`config.mk`:
```
export PLATFORM = sky130hd
export DESIGN_NAME = grg_div
export DESIGN_NICKNAME = d
export VERILOG_FILES = /design/src/hdl/grg_div.sv
export SDC_FILE = /design/constraint.sdc
export NUM_CORES = 1
export LEC_CHECK = 0
export BUFFER_PORTS_ARGS = -buffer_cell sky130_fd_sc_hd__clkbuf_2
export CAP_MARGIN = 15
export CORE_MARGIN = 2
export CORE_UTILIZATION = 60
export CTS_BUF_LIST = sky130_fd_sc_hd__clkbuf_8
export CTS_CLUSTER_SIZE = 14
export DETAILED_ROUTE_END_ITERATION = 12
export PLACE_DENSITY = 0.78
export RECOVER_POWER = 50
export SLEW_MARGIN = 15
export SYNTH_ARGS = -nofsm -noshare
export SYNTH_HDL_FRONTEND = slang
export SYNTH_SLANG_ARGS = --single-unit
```
`constraint.sdc`:
```
create_clock -name clk -period 3.1 [get_ports clk]
set_clock_uncertainty 0.15 [all_clocks]
set_input_delay 0.465 -clock clk [delete_from_list [all_inputs] [get_ports clk]]
set_output_delay 0.465 -clock clk [all_outputs]
set_load 0.05 [all_outputs]
```
`src/hdl/grg_div.sv`:
```
module grg_div #(
	parameter int LANES  = 1,
	parameter int NB     = 8,
	parameter int DW     = 8,
	parameter int SIDE_W = 1
) (
	input  logic                           clk,
	input  logic                           arst_n,
	input  logic                           en,
	input  logic                           in_valid,
	input  logic [LANES-1:0][NB-1:0]       in_num,
	input  logic [LANES-1:0][DW-1:0]       in_rem,
	input  logic [DW-1:0]                  in_den,
	input  logic [SIDE_W-1:0]              in_side,
	output logic                           out_valid,
	output logic [LANES-1:0][NB-1:0]       out_quot,
	output logic [LANES-1:0]               out_up,
	output logic [SIDE_W-1:0]              out_side
);

	logic [LANES-1:0][NB-1:0] num_sn  [0:NB];
	logic [LANES-1:0][NB-1:0] quot_sn [0:NB];
	logic [LANES-1:0][DW-1:0] rem_sn  [0:NB];
	logic [DW-1:0]            den_sn  [0:NB];
	logic [SIDE_W-1:0]        side_sn [0:NB];
	logic                     valid_sn[0:NB];

	assign num_sn[0]   = in_num;
	assign quot_sn[0]  = '0;
	assign rem_sn[0]   = in_rem;
	assign den_sn[0]   = in_den;
	assign side_sn[0]  = in_side;
	assign valid_sn[0] = in_valid;

	for (genvar k = 0; k < NB; k++) begin : g_step
		logic [LANES-1:0][NB-1:0] num_nx;
		logic [LANES-1:0][NB-1:0] quot_nx;
		logic [LANES-1:0][DW-1:0] rem_nx;

		always_comb begin
			logic [DW:0] r2;
			for (int l = 0; l < LANES; l++) begin
				r2 = {rem_sn[k][l], num_sn[k][l][NB-1]};
				num_nx[l] = num_sn[k][l] << 1;
				if (r2 >= {1'b0, den_sn[k]}) begin
					rem_nx[l]  = DW'(r2 - {1'b0, den_sn[k]});
					quot_nx[l] = (quot_sn[k][l] << 1) | NB'(1);
				end else begin
					rem_nx[l]  = r2[DW-1:0];
					quot_nx[l] = quot_sn[k][l] << 1;
				end
			end
		end

		always_ff @(posedge clk or negedge arst_n) begin
			if (!arst_n) begin
				valid_sn[k+1] <= 1'b0;
			end else if (en) begin
				valid_sn[k+1] <= valid_sn[k];
			end
		end

		always_ff @(posedge clk) begin
			if (en) begin
				num_sn[k+1]  <= num_nx;
				quot_sn[k+1] <= quot_nx;
				rem_sn[k+1]  <= rem_nx;
				den_sn[k+1]  <= den_sn[k];
				side_sn[k+1] <= side_sn[k];
			end
		end
	end

	always_comb begin
		for (int l = 0; l < LANES; l++) begin
			out_up[l] = {rem_sn[NB][l], 1'b0} >= {1'b0, den_sn[NB]};
		end
	end

	assign out_valid = valid_sn[NB];
	assign out_quot  = quot_sn[NB];
	assign out_side  = side_sn[NB];

endmodule
```
# --- Word level (Yosys, flattened, before mapping) ---
# Index checks and enable logic that the tools add are counted.
totals:
  regBits: 208
  latch_bits: 0
  mem_bits_rw: 0
  mem_bits_ro: 0
  inputBits: 29
  output_inout_bits: 11
  wordCells: 80
  memories: 0
classes:
  add_sub_neg: 8
  multipliers: 0
  n_div: 0
  n_lt_le_gt_ge: 9
  n_eq_ne: 0
  shifts: 0
  n_mux: 16
  n_bitwise: 0
  n_reduce_logical: 0
op_table:
  columns: ["operator", "count"]
  rows:
  - ["9-bit by 8-bit >= comparator with 1-bit output", 9]
  - ["8-bit two-way mux", 8]
  - ["8-bit subtractor", 8]
  - ["1-bit two-way mux", 8]

# --- Logic depth before layout (Yosys ltp) ---
# Gate-level depths: netlist of run 1.
depth:
  depth_word: 2
  ltp_mapped: 8
  ltp_nobuf: 8

# --- Worst setup path after synthesis of run 1 ---
# OpenSTA, ideal clock, no wires.
synth_timing:
  path_kind: "register to register"
  start: "reg, netlist name g_step[7].$5.r2[3]"
  end: "reg rem_sn[2] in the netlist's numbering, data pin"
  setup_time_ns: 0.260
  t_arrival_ns: 1.919
  t_required_ns: 2.690
  slack_ns: 0.772
  stages_incl_launch_ff: 7
  n_path_buf: 0
  synth_period_minus_slack_ns: 2.328
  path_cell_list: "edfxtp_1 -> ha_1 -> a21o_1 -> a21oi_2 -> a31oi_1 -> nor4_4 -> mux2_2"
synth_rtl:
  columns: ["item", "line_no", "rtl"]
  rows:
  - ["end signal: indexed assignment", "67", "rem_sn[k+1] <= rem_nx;"]
  - ["end: declaration", "23", "logic [LANES-1:0][DW-1:0] rem_sn [0:NB];"]

# --- Worst setup path in the final report of run 1 ---
layout_timing:
  start: "reg den_sn[1] in the netlist's numbering"
  end: "out out_up"
layout_between:
  elab_chain_len: 1
layout_lines:
  columns: ["item", "line_no", "rtl"]
  rows:
  - ["start: declaration", "24", "logic [DW-1:0] den_sn [0:NB];"]
  - ["start signal: indexed assignment", "68", "den_sn[k+1] <= den_sn[k];"]
  - ["9-bit by 8-bit >= comparator with 1-bit output", "76", "out_up[l] = {rem_sn[NB][l], 1'b0} >= {1'b0, den_sn[NB]};"]
  - ["end: declaration", "17", "output logic [LANES-1:0] out_up,"]
# No other way between the ends.

==> summary.txt, run 1 <==
setup TNS: 0 ps
top-count cell post-synth: edfxtp_1
I/O Buffers: 39
Int Power: 6.27 mW
Post-Synthesis Cells: 771
# setup viols final: 0
fin crit period: 2740 ps
final wirelength: 18200 um
post-synth top area cell: edfxtp_1
Logic pwr share: 0.327
Netlist cell types: 45
worst hold stages: 2
outcome: finished with violations
Die Span Y: 134 um
Initial Util: 0.612
maximum clock insertion buffer count: 3
Post-Synthesis Cell Area: 10100 sq um
GR met2 Demand/Resource: 0.387
CTS tree: built
Critical Path RT: 2480 ps
Clock Latency Late Sink: 510 ps
Worst Path Arrival: 2130 ps
Ys Warns: 0
htree depth: 2
clock-pin slew on the worst setup and hold paths: 60 ps
Area growth syn-to-layout: 12.8%
Startpoint Class: flip-flop
dpl hpwl: 13000 um
initial antenna violation count: 0
vias per cell: 5.64
relative slew slack: -0.203
register area share after synthesis: 0.612
NetSw: 3.04 mW
TritonRoute pass-1 iters: 6
ant diodes: 0
Final ANT Viol Nets: 0
cts bufs inserted: 35
asr flop ratio synth: 0.0385
# rows: 47
die width: 134 um
grt peak-use layer: met2
Post-synth top cells: edfxtp_1, inv_1, ha_1
worst vdd ir: 387 uV
number of global-route vias before repair: 6514
Nets: 972
Critical Path Fanout Max: 1
first-pass GRT wire length: 29700 um
total track usage: 0.206
Pleak: 4.58 nW
GRT overflow: 0
WL/cell: 16.4 um
Worst R2R Path Depth: 7
residual DRC count: 0
CTS resizes: 0
failing checks: max-capacitance violations, max-slew violations
Peak Freq: 0.365 GHz
routed vias: 6260
fraction of layout cells with a size suffix above 1: 0.147
worst-margin pin slew: 1800 ps
placed cells: 1031
RD Place Congestion: 0.875
RSZ-0062 raised after global routing: false
routing usage on met3: 0.0427
final non-filler cell total: 1109
Top FF cell, synth: edfxtp_1
largest net degree at the start of global routing: 76
GR Layer Usage met1: 0.223
# IOs: 40
Synth top area share: 0.592
Iteration-0 DRC Markers: 366
Clk pwr share: 0.235
Avg Cell Area, Syn: 13.2 sq um
Setup CP Type: reg -> out
top area cells in the synthesized netlist: edfxtp_1, ha_1, o21ai_0
final count of hold timing violations: 0
fin crit share: 0.884
clock root buffer: clkbuf_8
total of max-cap violations: 1
Worst Setup End Kind: output pin
Pwr Density: 814 nW/um^2
count of flip-flops with a built-in enable after synthesis: 200
die area: 18000 sq um
Reg power frac: 0.438
CTS Sinks: 208
sw frac: 0.326
total core area: 16600 sq um
min-delay worst type: in -> reg
Yosys reg bits: 208
fin. max-slew vios: 75
Synthesized Nets: 879
flip-flops by register name, indices dropped and copies added, names as in the netlist:
signal	count
g_step.num_nx	21
valid_sn	7
rem_sn	8
out_side	1
quot_sn	28
g_step.$5.r2	63
out_valid	1
side_sn	7
out_quot	8
den_sn	64
final timing paths:
kind / startpoint / slack (ps) / endpoint
min in group asynchronous: arst_n / 250 / valid_sn[2]
max in group asynchronous: arst_n / 2260 / valid_sn[5]
min reg2reg: quot_sn[20] / 250 / quot_sn[13]
max: den_sn[1] / 360 / out_up
min: in_valid / 50 / valid_sn[7]
max reg2reg: den_sn[11] / 490 / rem_sn[5]
routing by layer:
layer	share of wire	wire [um]	vias up
met4	0.037	664	0
met3	0.037	670	52
met1	0.39	7130	3026
met5	0	0	-
met2	0.53	9700	140
li1	-	-	3042
power groups by stage:
stage	Sequential [mW]	Clock, mW	Combinational (mW)
finish	4.08	2.19	3.04
global route	4.12	2.35	3.38
CTS	4.08	2.24	3.02
detailed placement	4.13	0	2.97
global placement	4.11	0	2.79
floorplan	4.08	0	2.23
per-stage QoR:
step | hold WS [ps] | cell area (sq um) | util | total power, mW | worst slack (ps)
2_1_floorplan | 19.4 | 10100 | - | 6.32 | 772
3_3_place_gp | 156 | 10700 | 0.644 | 6.90 | 598
3_5_place_dp | 169 | 10700 | 0.644 | 7.10 | 497
4_1_cts | 2.83 | 11500 | 0.691 | 9.33 | 348
5_1_grt | 31.9 | 11400 | 0.690 | 9.85 | 207
6_report | 45.2 | 11400 | 0.690 | 9.31 | 359
layout make-up:
class	instances	area [sq um]
clock buffers	38	523
clock inverters	24	109
fillers	1184	5140
inverters	91	342
multi-input cells	464	3560
flip-flops and latches	208	6210
well taps	220	275
repair buffers	64	425
cells by family (layout without fill, tap and decap cells):
group | count (synthesis) | after routing | share of synthesized area
AO/OA/AOI/OAI | 184 | 184 | 0.118
adder cells (fa/ha/maj) | 79 | 79 | 0.103
AND/OR/NAND/NOR | 147 | 147 | 0.0761
XOR/XNOR | 24 | 24 | 0.0207
multiplexers | 30 | 30 | 0.0324
flip-flops | 208 | 208 | 0.612
buffers and inverters | 99 | 217 | 0.0372
repair_timing:
item                                    4_1_cts  5_1_grt
endpoints found under the hold margin        22        1
endpoints found under the setup margin        0        0
hold buffers                                 15        1
buffers inserted                              0        0
critical path, stage by stage, from the launching register on:
cell and delay, ps:
edfxtp_1 380, inv_1 70, ha_1 210, nor2b_1 120, o21ai_0 140, nand2b_1 90
a21oi_1 220, o211ai_1 130, clkbuf_2 250
cell usage in the layout, fill, tap and decap left out, drive strengths merged, types with 5 or more instances in the layout:
cell type	count
ha	71
edfxtp	200
buf	8
nand3b	5
fa	8
nand2	51
a211oi	8
xor2	13
a221oi	5
nor2	15
and4	5
nor3	8
dfrtp	8
o22a	5
o21ai	71
mux2i	7
clkbuf	78
dlygate4sd3	16
a31o	5
and2	10
o31ai	10
xnor2	11
a21o	8
nand2b	13
clkinv	13
mux2	23
a21oi	42
nor2b	14
a21boi	5
nand3	10
or2	5
o21a	14
inv	99
No activity file was read; power rests on OpenSTA's default activity.
==> inputs of run 2 (changes only) <==
--- a/config.mk
+++ b/config.mk
@@ -14,6 +14,7 @@
 export DETAILED_ROUTE_END_ITERATION = 12
 export PLACE_DENSITY = 0.78
 export RECOVER_POWER = 50
+export SKIP_LAST_GASP = 1
 export SLEW_MARGIN = 15
 export SYNTH_ARGS = -nofsm -noshare
 export SYNTH_HDL_FRONTEND = slang
==> constraint.sdc (replaced) <==
create_clock -name clk -period 3.1 [get_ports clk]
set_clock_uncertainty 0.15 [all_clocks]
set_input_delay 0.62 -clock clk [delete_from_list [all_inputs] [get_ports clk]]
set_output_delay 0.62 -clock clk [all_outputs]
set_load 0.05 [all_outputs]
==> run 2 against run 1 <==
The run still ends with max-capacitance violations, max-slew violations left. Combinational power hardly changed. Final cell count decreased by 1.7%. Sequential power is essentially flat. Critical endpoint unchanged. Highest routed layer unchanged.
==> summary.txt, run 2 (same netlist as run 1, synthesis figures left out) <==
outcome: finished with violations (unchanged)
failing checks: max-capacitance violations, max-slew violations (unchanged)
# setup viols final: 0 (unchanged)
setup TNS: 0 ps (unchanged)
first-pass GRT wire length: 29200 um (was 29700 um)
ant diodes: 0 (unchanged)
commonest non-fill, non-tap cells in the layout: edfxtp_1, inv_1, ha_1 (unchanged)
worst vdd ir: 437 uV (was 387 uV)
Setup CP Type: reg -> out (unchanged)
die area: 18000 sq um (unchanged)
# rows: 47 (unchanged)
RSZ-0062 raised after global routing: false (unchanged)
Worst Path Arrival: 2110 ps (was 2130 ps)
Startpoint Class: flip-flop (unchanged)
placed cell area: 10700 sq um (about the same)
number of global-route vias before repair: 6288 (was 6514)
I/O Buffers: 39 (unchanged)
die width: 134 um (unchanged)
Critical Path Fanout Max: 1 (unchanged)
cts bufs inserted: 35 (unchanged)
initial antenna violation count: 0 (unchanged)
Final ANT Viol Nets: 0 (unchanged)
fin crit period: 2880 ps (was 2740 ps)
design area: 11300 sq um (was 11400 sq um)
routed vias: 6154 (was 6260)
CTS Sinks: 208 (unchanged)
TritonRoute pass-1 iters: 4 (was 6)
fill cell count: 1178 (was 1184)
Die Span Y: 134 um (unchanged)
clock-pin slew on the worst setup and hold paths: 60 ps (about the same)
Biggest register: den_sn (unchanged)
Peak Freq: 0.347 GHz (was 0.365 GHz)
maximum clock insertion buffer count: 3 (unchanged)
GRT overflow: 0 (unchanged)
vias per cell: 5.65 (was 5.64)
# IOs: 40 (unchanged)
final count of hold timing violations: 0 (unchanged)
fin. max-slew vios: 68 (was 75)
dpl hpwl: 12600 um (was 13000 um)
hold_buf cts: 1 (was 15)
most common cell after layout, fill and taps aside: edfxtp_1 (unchanged)
clock root buffer: clkbuf_8 (unchanged)
residual DRC count: 0 (unchanged)
RD Place Congestion: 0.931 (was 0.875)
Nets: 956 (was 972)
min-delay worst type: in -> reg (unchanged)
CTS resizes: 0 (unchanged)
max reg flops: 64 (unchanged)
worst-margin pin slew: 1780 ps (was 1800 ps)
total core area: 16600 sq um (unchanged)
post-CTS setup buffer count: 0 (unchanged)
Reg area: 6210 sq um (unchanged)
largest net degree at the start of global routing: 70 (was 76)
final wirelength: 17700 um (was 18200 um)
fin crit share: 0.930 (was 0.884)
WL/cell: 16.2 um (was 16.4 um)
area occupied by multi-input gates: 3560 sq um (unchanged)
Pwr Density: 823 nW/um^2 (was 814 nW/um^2)
relative slew slack: -0.189 (was -0.203)
Clock Latency Late Sink: 520 ps (was 510 ps)
Initial Util: 0.612 (unchanged)
CTS tree: built (unchanged)
Worst Setup End Kind: output pin (unchanged)
Critical Path RT: 2330 ps (was 2480 ps)
total of max-cap violations: 1 (unchanged)
fraction of layout cells with a size suffix above 1: 0.146 (was 0.147)
Pleak: 4.52 nW (was 4.58 nW)
total track usage: 0.206 (about the same)
Area growth syn-to-layout: 11.2% (was 12.8%)
htree depth: 2 (unchanged)
Iteration-0 DRC Markers: 398 (was 366)
run 2: cell count changes in the layout (fill, tap and decap cells not counted), moves of 2 or more:
cell,previous run,this run
clkbuf_8,38,36
clkinv_1,7,4
dlygate4sd3_1,16,1
inv_1,99,102
clkinv_2,6,4
buf_4,7,5
run 2: path summary, 6_finish.rpt:
check / slack, ps / from / depth (start not counted) / end
worst max-delay path: 220 / rem_sn[0] / 7 / out_up
worst min-delay path: 120 / in_num[3] / 1 / g_step[1].num_nx[5]
worst max register to register: 430 / den_sn[11] / 7 / rem_sn[5]
worst min register to register: 260 / g_step[4].num_nx[7] / 0 / g_step[5].$5.r2[0]
max in group asynchronous: 2090 / arst_n / 2 / valid_sn[7]
min in group asynchronous: 410 / arst_n / 2 / valid_sn[1]
run 2: cell type report:
cell class | instances | area share
Multi-Input combinational cell | 464 | 0.316
Timing Repair Buffer | 48 | 0.0246
Clock buffer | 36 | 0.0439
Tap cell | 220 | 0.0244
Clock inverter | 23 | 0.0114
Inverter | 91 | 0.0303
Sequential cell | 208 | 0.550
run 2: stage by stage:
step	instances	worst slack, ps	utilization	hold WS, ps	power, mW
5_1_grt	1090	51.2	0.681	103	9.87
4_1_cts	1090	174	0.683	91.3	9.34
3_3_place_gp	1030	493	0.644	250	6.93
3_5_place_dp	1030	335	0.644	255	7.10
2_1_floorplan	771	624	-	174	6.32
6_report	1090	218	0.681	122	9.29
run 2: critical path, stage by stage, from the launching register on:
cell and delay, ps:
edfxtp_1 360, ha_1 300, nor2b_1 130, o21ai_0 140, nand2b_1 80, a21oi_1 190, o211ai_1 140, clkbuf_2 260
run 2: metal layers:
metal  track usage  up-vias  wire length, um
met4        0.0994        0              674
met1         0.236     2930             7040
li1              -     3007                -
met3        0.0431       53              846
met5             0        -                0
met2         0.368      164             9130
run 2: report_power, final:
| part | leakage (nW) | internal (mW) | switching (mW) | total (mW) |
|---|---|---|---|---|
| Sequential | 2.05 | 3.82 | 0.253 | 4.07 |
| Combinational | 2.12 | 1.31 | 1.74 | 3.04 |
| Clock | 0.354 | 1.16 | 1.02 | 2.18 |
